[src/qbd_pkg.sv]
// qbd_pkg: shared types, constants and helpers for the qpsk burst demod block
// used by qbd_ctrl, qbd_datapath and the top level under src; no dependencies
`default_nettype none

package qbd_pkg;

  // default sizing of the burst
  localparam int SYM_CAP_DEF        = 4096;
  localparam int WEAK_RUN_LIMIT_DEF = 3;

  // configuration port
  localparam int CFG_IDX_W  = 2;
  localparam int CFG_DATA_W = 10;
  localparam logic [CFG_IDX_W-1:0] REG_DROP_SHIFT = 2'd0;
  localparam logic [CFG_IDX_W-1:0] REG_CONF_TAN   = 2'd1;

  localparam logic [2:0] DROP_SHIFT_RST = 3'd3;
  localparam logic [9:0] CONF_TAN_RST   = 10'd435;

  // result kinds
  localparam logic KIND_DIBIT   = 1'b0;
  localparam logic KIND_SUMMARY = 1'b1;

  // quadrant codes
  localparam logic [1:0] QUAD_PP = 2'd0;
  localparam logic [1:0] QUAD_NP = 2'd1;
  localparam logic [1:0] QUAD_NN = 2'd2;
  localparam logic [1:0] QUAD_PN = 2'd3;

  // input word
  typedef struct packed {
    logic signed [15:0] i_sample;
    logic signed [15:0] q_sample;
    logic               last_of_burst;
  } in_word_t;

  // result word
  typedef struct packed {
    logic        kind;
    logic [1:0]  symbol_bits;
    logic [15:0] level;
    logic [6:0]  confidence;
    logic [12:0] symbol_count;
    logic        last_result;
  } out_word_t;

  // controller to datapath commands
  typedef struct packed {
    logic load;
    logic sq_i;
    logic sq_q;
    logic root_start;
    logic decide;
    logic emit;
    logic div_sum_start;
    logic level_take;
    logic div_conf_start;
    logic summary;
  } ctrl_cmd_t;

  // datapath to controller status
  typedef struct packed {
    logic burst_ended;
    logic root_done;
    logic div_done;
    logic out_free;
    logic cand_left;
    logic summary_needed;
  } ctrl_stat_t;

  // differential phase step to dibit
  function automatic logic [1:0] dq_map(input logic [1:0] diff);
    logic [1:0] bits;
    case (diff)
      2'd0:    bits = 2'd0;
      2'd1:    bits = 2'd2;
      2'd2:    bits = 2'd3;
      2'd3:    bits = 2'd1;
      default: bits = 2'd0;
    endcase
    return bits;
  endfunction

endpackage

`default_nettype wire

[src/qbd_isqrt.sv]
// qbd_isqrt: iterative integer square root of a 32-bit value, two bits per cycle
// depends on nothing; 16 steps, done pulses for one cycle as the last step is registered
`default_nettype none

module qbd_isqrt (
  input  wire logic        clk,
  input  wire logic        rst,
  input  wire logic        start,
  input  wire logic [31:0] radicand,
  output logic             done,
  output logic [15:0]      root
);

  logic [31:0] rem;
  logic [31:0] res;
  logic [31:0] bitv;
  logic        busy;
  logic [31:0] trial;
  logic        fits;

  // one digit of the root
  always_comb begin
    trial = res + bitv;
    fits  = (rem >= trial);
  end

  always_ff @(posedge clk) begin
    if (rst) begin
      busy <= 1'b0;
      done <= 1'b0;
    end else begin
      done <= 1'b0;
      if (start) begin
        rem  <= radicand;
        res  <= 32'd0;
        bitv <= 32'h4000_0000;
        busy <= 1'b1;
      end else if (busy) begin
        if (fits) begin
          rem <= rem - trial;
          res <= (res >> 1) + bitv;
        end else begin
          res <= res >> 1;
        end
        bitv <= bitv >> 2;
        if (bitv[0]) begin
          busy <= 1'b0;
          done <= 1'b1;
        end
      end
    end
  end

  assign root = res[15:0];

endmodule

`default_nettype wire

[src/qbd_div.sv]
// qbd_div: restoring unsigned divider, one quotient bit per cycle
// depends on nothing; DVD_W steps, done pulses after the last step
`default_nettype none

module qbd_div #(
  parameter int DVD_W = 29,
  parameter int DVS_W = 13
) (
  input  wire logic             clk,
  input  wire logic             rst,
  input  wire logic             start,
  input  wire logic [DVD_W-1:0] dividend,
  input  wire logic [DVS_W-1:0] divisor,
  output logic                  done,
  output logic [DVD_W-1:0]      quotient
);

  localparam int CW = $clog2(DVD_W);

  logic [DVD_W-1:0] dvd;
  logic [DVS_W-1:0] rem;
  logic [CW-1:0]    cnt;
  logic             busy;
  logic [DVS_W:0]   rem_sh;
  logic             fits;
  logic [DVS_W-1:0] rem_nx;

  // shift in one dividend bit and try the subtract
  always_comb begin
    rem_sh = {rem, dvd[DVD_W-1]};
    fits   = (rem_sh >= {1'b0, divisor});
    rem_nx = fits ? DVS_W'(rem_sh - {1'b0, divisor}) : rem_sh[DVS_W-1:0];
  end

  always_ff @(posedge clk) begin
    if (rst) begin
      busy <= 1'b0;
      done <= 1'b0;
    end else begin
      done <= 1'b0;
      if (start) begin
        dvd  <= dividend;
        rem  <= '0;
        cnt  <= CW'(DVD_W - 1);
        busy <= 1'b1;
      end else if (busy) begin
        rem      <= rem_nx;
        dvd      <= dvd << 1;
        quotient <= {quotient[DVD_W-2:0], fits};
        cnt      <= cnt - CW'(1);
        if (cnt == '0) begin
          busy <= 1'b0;
          done <= 1'b1;
        end
      end
    end
  end

endmodule

`default_nettype wire

[src/qbd_ctrl.sv]
// qbd_ctrl: sequencer for one symbol: square, root, decide, emit, summarize
// depends on qbd_pkg for the command and status structs
`default_nettype none

module qbd_ctrl (
  input  wire logic                clk,
  input  wire logic                rst,
  input  wire logic                in_valid,
  output logic                     in_ready,
  input  wire qbd_pkg::ctrl_stat_t stat,
  output qbd_pkg::ctrl_cmd_t       cmd
);

  import qbd_pkg::*;

  typedef enum logic [3:0] {
    S_IDLE,
    S_SQI,
    S_SQQ,
    S_ROOT_GO,
    S_ROOT_WAIT,
    S_DECIDE,
    S_EMIT,
    S_DSUM_GO,
    S_DSUM_WAIT,
    S_DCONF_GO,
    S_DCONF_WAIT,
    S_SUMMARY
  } state_t;

  state_t state;
  state_t state_next;

  // command decode and next state
  always_comb begin
    cmd        = '0;
    state_next = state;
    case (state)
      S_IDLE: begin
        if (in_valid) begin
          cmd.load = 1'b1;
          if (!stat.burst_ended) state_next = S_SQI;
        end
      end
      S_SQI: begin
        cmd.sq_i   = 1'b1;
        state_next = S_SQQ;
      end
      S_SQQ: begin
        cmd.sq_q   = 1'b1;
        state_next = S_ROOT_GO;
      end
      S_ROOT_GO: begin
        cmd.root_start = 1'b1;
        state_next     = S_ROOT_WAIT;
      end
      S_ROOT_WAIT: begin
        if (stat.root_done) state_next = S_DECIDE;
      end
      S_DECIDE: begin
        cmd.decide = 1'b1;
        state_next = S_EMIT;
      end
      S_EMIT: begin
        if (stat.cand_left) begin
          cmd.emit = stat.out_free;
        end else if (stat.summary_needed) begin
          state_next = S_DSUM_GO;
        end else begin
          state_next = S_IDLE;
        end
      end
      S_DSUM_GO: begin
        cmd.div_sum_start = 1'b1;
        state_next        = S_DSUM_WAIT;
      end
      S_DSUM_WAIT: begin
        if (stat.div_done) begin
          cmd.level_take = 1'b1;
          state_next     = S_DCONF_GO;
        end
      end
      S_DCONF_GO: begin
        cmd.div_conf_start = 1'b1;
        state_next         = S_DCONF_WAIT;
      end
      S_DCONF_WAIT: begin
        if (stat.div_done) state_next = S_SUMMARY;
      end
      S_SUMMARY: begin
        if (stat.out_free) begin
          cmd.summary = 1'b1;
          state_next  = S_IDLE;
        end
      end
      default: state_next = S_IDLE;
    endcase
  end

  // state register
  always_ff @(posedge clk) begin
    if (rst) begin
      state <= S_IDLE;
    end else begin
      state <= state_next;
    end
  end

  assign in_ready = (state == S_IDLE);

endmodule

`default_nettype wire

[src/qbd_datapath.sv]
// qbd_datapath: symbol arithmetic, burst state, held symbols and result register
// depends on qbd_pkg, qbd_isqrt and qbd_div
`default_nettype none

module qbd_datapath #(
  parameter int SYM_CAP        = qbd_pkg::SYM_CAP_DEF,
  parameter int WEAK_RUN_LIMIT = qbd_pkg::WEAK_RUN_LIMIT_DEF
) (
  input  wire logic                               clk,
  input  wire logic                               rst,
  input  wire logic                               cfg_valid,
  input  wire logic [qbd_pkg::CFG_IDX_W-1:0]      cfg_index,
  input  wire logic [qbd_pkg::CFG_DATA_W-1:0]     cfg_data,
  input  wire qbd_pkg::in_word_t                  in_data,
  input  wire qbd_pkg::ctrl_cmd_t                 cmd,
  output qbd_pkg::ctrl_stat_t                     stat,
  input  wire logic                               out_ready,
  output logic                                    out_valid,
  output qbd_pkg::out_word_t                      out_data
);

  import qbd_pkg::*;

  localparam int CNT_W = $clog2(SYM_CAP + 1);
  localparam int SUM_W = CNT_W + 16;
  localparam int NX_W  = CNT_W + 7;
  localparam logic [CNT_W-1:0] MAX_C   = CNT_W'(SYM_CAP);
  localparam logic [1:0]       LIMIT_C = 2'(WEAK_RUN_LIMIT);

  // configuration
  logic [2:0]  drop_shift;
  logic [9:0]  conf_tan;

  // current symbol
  logic [15:0] ia;
  logic [15:0] qa;
  logic [1:0]  quad_cur;
  logic        near_cur;
  logic        last_l;
  logic [31:0] acc;

  // burst state
  logic [15:0]      peak;
  logic [1:0]       weak_run;
  logic [18:0]      held [2];
  logic [1:0]       prev;
  logic [SUM_W-1:0] mag_sum;
  logic [CNT_W-1:0] near_cnt;
  logic [CNT_W-1:0] kept;
  logic             burst_ended;

  // per-symbol plan
  logic       ended_l;
  logic [1:0] n_rel;
  logic [1:0] n_total;
  logic [1:0] cand;
  logic [15:0] level_q;

  // arithmetic units
  logic             root_done;
  logic [15:0]      mag;
  logic             div_start;
  logic [SUM_W-1:0] div_dividend;
  logic             div_done;
  logic [SUM_W-1:0] div_quo;

  // combinational
  logic [15:0]      iu;
  logic [15:0]      qu;
  logic [15:0]      ia_in;
  logic [15:0]      qa_in;
  logic [1:0]       quad_in;
  logic [15:0]      mx;
  logic [15:0]      mn;
  logic [25:0]      tan_prod;
  logic [31:0]      sq_i;
  logic [31:0]      sq_q;
  logic [15:0]      peak_next;
  logic [22:0]      mag_sh;
  logic             is_weak;
  logic [1:0]       wr_new;
  logic             end_w;
  logic [18:0]      cur_packed;
  logic [18:0]      sel;
  logic [1:0]       diff;
  logic [CNT_W-1:0] kept_inc;
  logic [1:0]       cand_inc;
  logic             emit_last;
  logic [NX_W-1:0]  near_x100;
  logic             clear_now;
  logic             out_free;

  // square root and shared divider
  qbd_isqrt u_isqrt (
    .clk      (clk),
    .rst      (rst),
    .start    (cmd.root_start),
    .radicand (acc),
    .done     (root_done),
    .root     (mag)
  );

  assign div_start = cmd.div_sum_start | cmd.div_conf_start;

  qbd_div #(
    .DVD_W (SUM_W),
    .DVS_W (CNT_W)
  ) u_div (
    .clk      (clk),
    .rst      (rst),
    .start    (div_start),
    .dividend (div_dividend),
    .divisor  (kept),
    .done     (div_done),
    .quotient (div_quo)
  );

  // symbol arithmetic and decision
  always_comb begin
    iu      = in_data.i_sample;
    qu      = in_data.q_sample;
    ia_in   = iu[15] ? (~iu + 16'd1) : iu;
    qa_in   = qu[15] ? (~qu + 16'd1) : qu;
    case ({iu[15], qu[15]})
      2'b00:   quad_in = QUAD_PP;
      2'b10:   quad_in = QUAD_NP;
      2'b11:   quad_in = QUAD_NN;
      2'b01:   quad_in = QUAD_PN;
      default: quad_in = QUAD_PP;
    endcase

    mx       = (ia > qa) ? ia : qa;
    mn       = (ia > qa) ? qa : ia;
    tan_prod = {10'd0, mx} * {16'd0, conf_tan};
    sq_i     = {16'd0, ia} * {16'd0, ia};
    sq_q     = {16'd0, qa} * {16'd0, qa};

    peak_next = (mag > peak) ? mag : peak;
    mag_sh    = {7'd0, mag} << drop_shift;
    is_weak   = (mag_sh < {7'd0, peak_next});
    wr_new    = weak_run + 2'd1;
    end_w     = is_weak && (wr_new >= LIMIT_C);
    cur_packed = {mag, near_cur, quad_cur};

    sel       = (cand < n_rel) ? held[cand[0]] : cur_packed;
    diff      = sel[1:0] - prev;
    kept_inc  = kept + CNT_W'(1);
    cand_inc  = cand + 2'd1;
    emit_last = (kept_inc != MAX_C) && !(cand_inc < n_total) && !last_l;

    near_x100    = {7'd0, near_cnt} * NX_W'(100);
    div_dividend = cmd.div_conf_start ? SUM_W'(near_x100) : mag_sum;

    clear_now = (cmd.load && burst_ended && in_data.last_of_burst)
              || (cmd.summary && last_l);
    out_free  = !out_valid || out_ready;
  end

  // status to the controller
  always_comb begin
    stat.burst_ended    = burst_ended;
    stat.root_done      = root_done;
    stat.div_done       = div_done;
    stat.out_free       = out_free;
    stat.cand_left      = (cand < n_total) && (kept < MAX_C);
    stat.summary_needed = ended_l || last_l || (kept >= MAX_C);
  end

  // configuration writes
  always_ff @(posedge clk) begin
    if (rst) begin
      drop_shift <= DROP_SHIFT_RST;
      conf_tan   <= CONF_TAN_RST;
    end else if (cfg_valid) begin
      case (cfg_index)
        REG_DROP_SHIFT: drop_shift <= cfg_data[2:0];
        REG_CONF_TAN:   conf_tan   <= cfg_data;
        default:        ;
      endcase
    end
  end

  // symbol front end
  always_ff @(posedge clk) begin
    if (cmd.load) begin
      ia       <= ia_in;
      qa       <= qa_in;
      quad_cur <= quad_in;
      last_l   <= in_data.last_of_burst;
    end
    if (cmd.sq_i) begin
      acc      <= sq_i;
      near_cur <= (mx != 16'd0) && ({mn, 10'd0} >= tan_prod);
    end
    if (cmd.sq_q) acc <= acc + sq_q;
    if (cmd.level_take) level_q <= div_quo[15:0];
  end

  // held symbols
  always_ff @(posedge clk) begin
    if (cmd.decide && is_weak && !end_w) held[1'(wr_new - 2'd1)] <= cur_packed;
  end

  // burst state and plan
  always_ff @(posedge clk) begin
    if (rst) begin
      peak        <= '0;
      weak_run    <= '0;
      prev        <= '0;
      mag_sum     <= '0;
      near_cnt    <= '0;
      kept        <= '0;
      burst_ended <= 1'b0;
      ended_l     <= 1'b0;
      n_rel       <= '0;
      n_total     <= '0;
      cand        <= '0;
    end else if (clear_now) begin
      peak        <= '0;
      weak_run    <= '0;
      prev        <= '0;
      mag_sum     <= '0;
      near_cnt    <= '0;
      kept        <= '0;
      burst_ended <= 1'b0;
    end else begin
      if (cmd.decide) begin
        peak     <= peak_next;
        weak_run <= (is_weak && !end_w && !last_l) ? wr_new : 2'd0;
        ended_l  <= end_w;
        cand     <= '0;
        if (is_weak) begin
          n_rel   <= (!end_w && last_l) ? wr_new : 2'd0;
          n_total <= (!end_w && last_l) ? wr_new : 2'd0;
        end else begin
          n_rel   <= weak_run;
          n_total <= weak_run + 2'd1;
        end
      end
      if (cmd.emit) begin
        prev     <= sel[1:0];
        mag_sum  <= mag_sum + SUM_W'(sel[18:3]);
        near_cnt <= near_cnt + CNT_W'(sel[2]);
        kept     <= kept_inc;
        cand     <= cand_inc;
      end
      if (cmd.summary) burst_ended <= 1'b1;
    end
  end

  // result register
  always_ff @(posedge clk) begin
    if (rst) begin
      out_valid <= 1'b0;
    end else if (cmd.emit) begin
      out_valid                 <= 1'b1;
      out_data.kind             <= KIND_DIBIT;
      out_data.symbol_bits      <= dq_map(diff);
      out_data.level            <= '0;
      out_data.confidence       <= '0;
      out_data.symbol_count     <= '0;
      out_data.last_result      <= emit_last;
    end else if (cmd.summary) begin
      out_valid                 <= 1'b1;
      out_data.kind             <= KIND_SUMMARY;
      out_data.symbol_bits      <= '0;
      out_data.level            <= (kept == '0) ? 16'd0 : level_q;
      out_data.confidence       <= (kept == '0) ? 7'd0 : div_quo[6:0];
      out_data.symbol_count     <= 13'(kept);
      out_data.last_result      <= 1'b1;
    end else if (out_ready) begin
      out_valid <= 1'b0;
    end
  end

`ifndef ASSERT_OFF
  a_kept_bound: assert property (@(posedge clk) disable iff (rst)
    kept <= MAX_C)
    else $error("kept count above limit");

  a_weak_bound: assert property (@(posedge clk) disable iff (rst)
    weak_run < LIMIT_C)
    else $error("weak run reached its limit without ending");

  a_emit_slot: assert property (@(posedge clk) disable iff (rst)
    (cmd.emit || cmd.summary) |-> out_free)
    else $error("result written over an untaken word");

  a_summary_last: assert property (@(posedge clk) disable iff (rst)
    (out_valid && out_data.kind == KIND_SUMMARY) |-> out_data.last_result)
    else $error("summary not marked last");

  a_ended_quiet: assert property (@(posedge clk) disable iff (rst)
    (cmd.load && burst_ended) |=> !cmd.decide && !cmd.emit)
    else $error("symbol processed after end of burst");
`endif

endmodule

`default_nettype wire

[src/qpsk_burst_demod_dqpsk.sv]
// qpsk_burst_demod_dqpsk: top level of the hard-decision qpsk / dqpsk burst decoder
// depends on qbd_pkg, qbd_ctrl and qbd_datapath
//
// in channel: one i/q symbol word per handshake (in_valid / in_ready).
// out channel: dibit words and one summary word per burst (out_valid / out_ready),
// last_result marks the final word caused by an input word.
// cfg channel: register writes (cfg_index 0 drop_shift, 1 confidence_tan), always ready.
// one word at a time: after accept the sequencer squares i and q, runs the 16-step
// square root and decides, then emits each dibit when the output slot is free;
// in_ready returns once the word's dibits and any summary word are out.
// a summary adds two serial divisions of clog2(SYM_CAP+1)+16 steps each.
// a word after end of burst, up to and including the next last_of_burst, is
// taken with no result while the sequencer stays idle.
// a registered output word lets the block finish an item while the last word
// waits; if the receiver stalls, the sequencer waits on the output slot.
// reset (rst, synchronous) clears the burst state and loads register defaults.
`default_nettype none

module qpsk_burst_demod_dqpsk #(
  parameter int SYM_CAP        = qbd_pkg::SYM_CAP_DEF,
  parameter int WEAK_RUN_LIMIT = qbd_pkg::WEAK_RUN_LIMIT_DEF
) (
  input  wire logic                           clk,
  input  wire logic                           rst,
  input  wire logic                           in_valid,
  output logic                                in_ready,
  input  wire qbd_pkg::in_word_t              in_data,
  output logic                                out_valid,
  input  wire logic                           out_ready,
  output qbd_pkg::out_word_t                  out_data,
  input  wire logic                           cfg_valid,
  output logic                                cfg_ready,
  input  wire logic [qbd_pkg::CFG_IDX_W-1:0]  cfg_index,
  input  wire logic [qbd_pkg::CFG_DATA_W-1:0] cfg_data
);

  import qbd_pkg::*;

  ctrl_cmd_t  cmd;
  ctrl_stat_t stat;

  // registers take a write in any cycle
  assign cfg_ready = 1'b1;

  qbd_ctrl u_ctrl (
    .clk      (clk),
    .rst      (rst),
    .in_valid (in_valid),
    .in_ready (in_ready),
    .stat     (stat),
    .cmd      (cmd)
  );

  qbd_datapath #(
    .SYM_CAP        (SYM_CAP),
    .WEAK_RUN_LIMIT (WEAK_RUN_LIMIT)
  ) u_datapath (
    .clk       (clk),
    .rst       (rst),
    .cfg_valid (cfg_valid),
    .cfg_index (cfg_index),
    .cfg_data  (cfg_data),
    .in_data   (in_data),
    .cmd       (cmd),
    .stat      (stat),
    .out_ready (out_ready),
    .out_valid (out_valid),
    .out_data  (out_data)
  );

endmodule

`default_nettype wire

[config.mk]
export PLATFORM = sky130hd
export DESIGN_NAME = qpsk_burst_demod_dqpsk
export DESIGN_NICKNAME = d
export VERILOG_FILES = /design/src/qbd_pkg.sv /design/src/qbd_isqrt.sv /design/src/qbd_div.sv /design/src/qbd_ctrl.sv /design/src/qbd_datapath.sv /design/src/qpsk_burst_demod_dqpsk.sv
export SDC_FILE = /design/constraint.sdc
export NUM_CORES = 2
export LEC_CHECK = 0
export BUFFER_PORTS_ARGS = -buffer_cell sky130_fd_sc_hd__buf_2
export CORE_ASPECT_RATIO = 1.25
export CORE_MARGIN = 2
export CORE_UTILIZATION = 45
export DETAILED_ROUTE_END_ITERATION = 16
export PLACE_DENSITY = 0.57
export SYNTH_ARGS = -nofsm -noshare
export SYNTH_HDL_FRONTEND = slang
export SYNTH_HIERARCHICAL = 1
export SYNTH_SLANG_ARGS = --single-unit
[constraint.sdc]
create_clock -name clk -period 21.7 [get_ports clk]
set_input_delay 3.255 -clock clk [delete_from_list [all_inputs] [get_ports clk]]
set_output_delay 3.255 -clock clk [all_outputs]
set_load 0.01 [all_outputs]
**Word-level counts from Yosys, hierarchy flattened**

Memories as Yosys holds them, arrays and structs flattened. A register that Yosys moved wholly into a read port is not among the register bits.
Cells that the tools add are included.

- Register bits: 372
- Bits in writable memories: 38
- Output and inout bits: 43
- Logic and storage cells: 226
- Memories kept: 1

- Add/sub/neg operators: 15
- Multipliers: 4
- Magnitude comparators: 12
- Equality and inequality tests: 26
- Shift operators: 1
- Multiplexer cells: 70
- Bitwise operators: 8
- Reduce and logical (&&, ||, !) cells: 48

Memories:

| name | depth | bits a word | rd ports | clocked after Yosys merged registers in | write ports | line | text |
|---|---|---|---|---|---|---|---|
| u_datapath.held | 2 | 19 | 1 | 1 | 1 | qbd_datapath.sv:45 | `logic [18:0] held [2];` |

Operators with widths:

| operator | count |
|---|---|
| $mux W32 | 7 |
| $mux W29 | 3 |
| $mul A16 B16 Y32 | 2 |
| $mux W16 | 4 |
| $pmux W4 S12 | 1 |
| $mux W40 | 1 |
| $mux W39 | 1 |
| $add A16 B1 Y16 const B | 2 |
| $add A31 B31 Y32 | 1 |
| $add A32 B31 Y32 | 1 |
| $add A32 B32 Y32 | 1 |
| $ge A32 B32 Y1 | 1 |
| $gt A16 B16 Y1 | 2 |
| $not A16 Y16 | 2 |
| $sub A32 B32 Y32 | 1 |
| $mux W31 | 1 |
| $mux W15 | 2 |
| $add A29 B16 Y29 | 1 |
| $mux W1 | 29 |
| $mux W4 | 7 |
| $ge A26 B26 Y1 | 1 |
| $mul A16 B10 Y26 | 1 |
| $mux W13 | 2 |
| $lt A23 B16 Y1 | 1 |
| other kinds (46) | 109 |

**Longest topological paths before layout**

- Depth after elaboration: 10
- Gate-level depth with buffers: 41

**By module**

Netlist, hierarchy kept.

Modules (own cells, without submodules):

| module | times used | cells each | area each (µm²) | sequential area each (µm²) |
|---|---|---|---|---|
| qbd_datapath | 1 | 3708 | 34812.1 | 6826.5 |
| qbd_isqrt | 1 | 810 | 7339.5 | 2442.3 |
| qbd_div | 1 | 266 | 3734.8 | 2322.2 |
| qbd_ctrl | 1 | 53 | 405.4 | 80.1 |
| qpsk_burst_demod_dqpsk | 1 | 2 | 11.3 | 0.0 |

**Worst setup path after synthesis**

Ideal clock, no wire load.

- Path kind: register -> register
- From: register u_datapath.qa[9]
- To: register u_datapath.near_cur, data pin
- Library setup time: 268 ps
- Arrival time: 8677 ps
- Data required time: 21432 ps
- Slack: 12756 ps
- Stages on the path, launching flop included: 40
- Clock period less this slack: 8944 ps
- Path through: edfxtp_1 clkbuf_1 inv_1 clkbuf_1 ha_1 a21o_1 a21o_1 a21o_1 a21oi_1 nor2b_1 o221ai_1 buf_2 mux2_2 nand2_1 fa_1 inv_1 fa_1 inv_1 (+4 left out) ha_1 a21oi_1 a221oi_1 a31oi_1 a31o_2 o31a_1 nor2b_1 xor2_1 ha_1 a21o_1 a21oi_1 nor2b_1 o21ai_0 nand2b_1 a21oi_1 nor2_1 a2111oi_0 a21oi_1

- Word-level cells in the longest chain between the ends: 5

RTL lines:

| item | line | text |
|---|---|---|
| from (decl) | qbd_datapath.sv:36 | `logic [15:0] qa;` |
| from (signal assigned) | qbd_datapath.sv:187 | `qa <= qa_in;` |
| $gt A16 B16 Y1 | qbd_datapath.sv:132, qbd_datapath.sv:133 |  |
| $mux W16 | qbd_datapath.sv:132 | `mx = (ia > qa) ? ia : qa;` |
| $mul A16 B10 Y26 | qbd_datapath.sv:134 | `tan_prod = {10'd0, mx} * {16'd0, conf_tan};` |
| $ge A26 B26 Y1 | qbd_datapath.sv:193 | `near_cur <= (mx != 16'd0) && ({mn, 10'd0} >= tan_prod);` |
| $logic_and A1 B1 Y1 (*) | qbd_datapath.sv:193 |  |
| to (signal assigned) | qbd_datapath.sv:193 |  |
| to (decl) | qbd_datapath.sv:38 | `logic near_cur;` |

Mark *: on every way between the ends. The rest lies on a longest branch, timed or not.
A chain may end at the register's enable or synchronous reset.

**Worst setup path in the final report**

- From: register u_datapath.qa[11]
- To: register u_datapath.near_cur, data pin

Same word-level chain as after synthesis.

==> metrics <==
die width=between 200 and 300 um; TritonCTS buffer count=48; routability cong.=around 0.9; Residual DRC=0; share of layout cells above drive strength 1=7.91%; Clock Skews=0.0544 ns; postcts setup bufs=0; syn_area_per_cell=around 9.5 sq um; Initial Util=roughly 45%; clock-pin slew on the worst setup and hold paths=approximately 0.07 ns; initial antenna violation count=1; Worst-Margin Slew=between 1 and 1.5 ns; final worst setup slack=11.45 ns; critical path's most frequent cell=fa_1; Core Rows=131; Setup violations, final=0; Final Max Tran Viols=0; HP Class=reg2reg; clock root cell=clkbuf_16; drt pass-1 iters=5; CP required=roughly 22 ns; clk_lat worst skew=approximately 0.64 ns; slowest stage cell, crit path=edfxtp_1; area grow syn2layout=7.40%; WL/cell=approximately 19 um; status=complete, no violations; grt ovf=0; vias in the first global route=around 34000; critical path data arrival time=approximately 11 ns; commonest non-fill, non-tap cell in the layout=inv_1; largest net degree at the start of global routing=75; Tot GR Track Use=23.2%; count of input and output buffers=91; Final Hold Viols=0; crit start category=flip-flop; setup TNS=0 ns; post-synthesis cell area=around 46000 sq um; die area=approximately 100000 sq um; crit path max fanout=between 40 and 50; drt via density=roughly 5.4; Syn Inst Count=4826; Post-Syn Nets=slightly below 6000; final wirelength=120000 um; vias post-DR=~33000; CTS tree=yes; Rel. slew slack=24.4%; Num Clock Sinks=a little over 400; post-route cell area=slightly below 50000 sq um; DP Area=47600 sq um; first-pass GRT wire length=about 190000 um; Crit path largest cell delay=approximately 0.7 ns; pre-CTS WS=roughly 12 ns; Die Y-Extent=between 300 and 400 um; Hold-fix buffers, CTS=0; Starting DRT DRC Count=1844; post-CTS sizing=0; Detailed Place HPWL=94600 um; Clock Path Buffers=3; H-tree depth=2; final worst-path cycle share=between 40% and 50%; Achievable Freq=approximately 0.1 GHz; Min Clock Period, post-route=about 10 ns; Setup CP Type=reg2reg; RSZ-0062 raised after global routing=false; most frequent cells in the layout=665 x inv_1, 480 x fa_1, 475 x ha_1, 450 x nand2_1, 365 x nor2_1; number of max-cap violations=0; Yosys warning count=6; antenna viol nets, final=0; io pins=93; Setup crit end kind=flip-flop; final net count=5822; core area=between 100000 and 150000 sq um
==> path summary, 6_finish.rpt <==
check                           slack, ns  cells after the start                endpoint                           from
worst max-delay path                11.45                     38     u_datapath/near_cur              u_datapath/qa[11]
worst min-delay path                 0.43                      0  u_datapath/level_q[15]  u_datapath/u_div/quotient[15]
worst max register to register      11.45                     38     u_datapath/near_cur              u_datapath/qa[11]
worst min register to register       0.43                      0  u_datapath/level_q[15]  u_datapath/u_div/quotient[15]
==> metal layers <==
metal,global-route usage (%),wire (um)
met1,29.3,50200
met2,40.3,59900
met3,2.24,4210
met4,9.88,5600
met5,0,0
==> state kept, by name, indices dropped and copies added, names as in the netlist, 4 cells and up, named ones only <==
signal,count
u_datapath/peak,16
u_datapath/u_isqrt/res,32
u_datapath/u_div/quotient,16
u_datapath/out_data,40
u_datapath/u_div/rem,13
u_datapath/near_cnt,13
u_datapath/mag_sum,29
u_datapath/qa,16
u_datapath/u_isqrt/bitv,16
u_datapath/acc,32
u_datapath/u_div/dvd,29
u_datapath/ia,16
u_ctrl/state,4
u_datapath/kept,13
u_datapath/u_isqrt/rem,32
u_datapath/level_q,16
u_datapath/u_div/cnt,5
u_datapath/held,38
u_datapath/conf_tan,10
==> layout make-up <==
cell class                      count  area, sq um
Fill cell                        9659        52300
Multi-Input combinational cell   3547        31300
Clock buffer                       58         1280
Inverter                          672         2520
Antenna cell                        1         2.50
Clock inverter                     32          448
Sequential cell                   411        11300
Tap cell                         1330         1660
Timing Repair Buffer              137          801
==> worst max-delay path: cells and delay by family, from the launching register on <==
kind,cells,cell delay (ns)
AO/OA/AOI/OAI,15,3.40
adder cells (fa/ha/maj),8,3.61
XOR/XNOR,1,0.14
AND/OR/NAND/NOR,9,1.03
flip-flops,1,0.70
buffers and inverters,5,1.09
==> stage by stage <==
step / hold slack (ns) / cells / util (%)
2_1_floorplan: 0.400 / 4826 / -
3_3_place_gp: 0.414 / 6097 / 46.8
3_5_place_dp: 0.425 / 6097 / 46.8
4_1_cts: 0.442 / 6187 / 48.5
5_1_grt: 0.454 / 6187 / 48.5
6_report: 0.433 / 6188 / 48.5
Power is left out: the tool's default activity adds up to more than one toggle a clock period on the data nets, which glitch-free logic cannot reach.
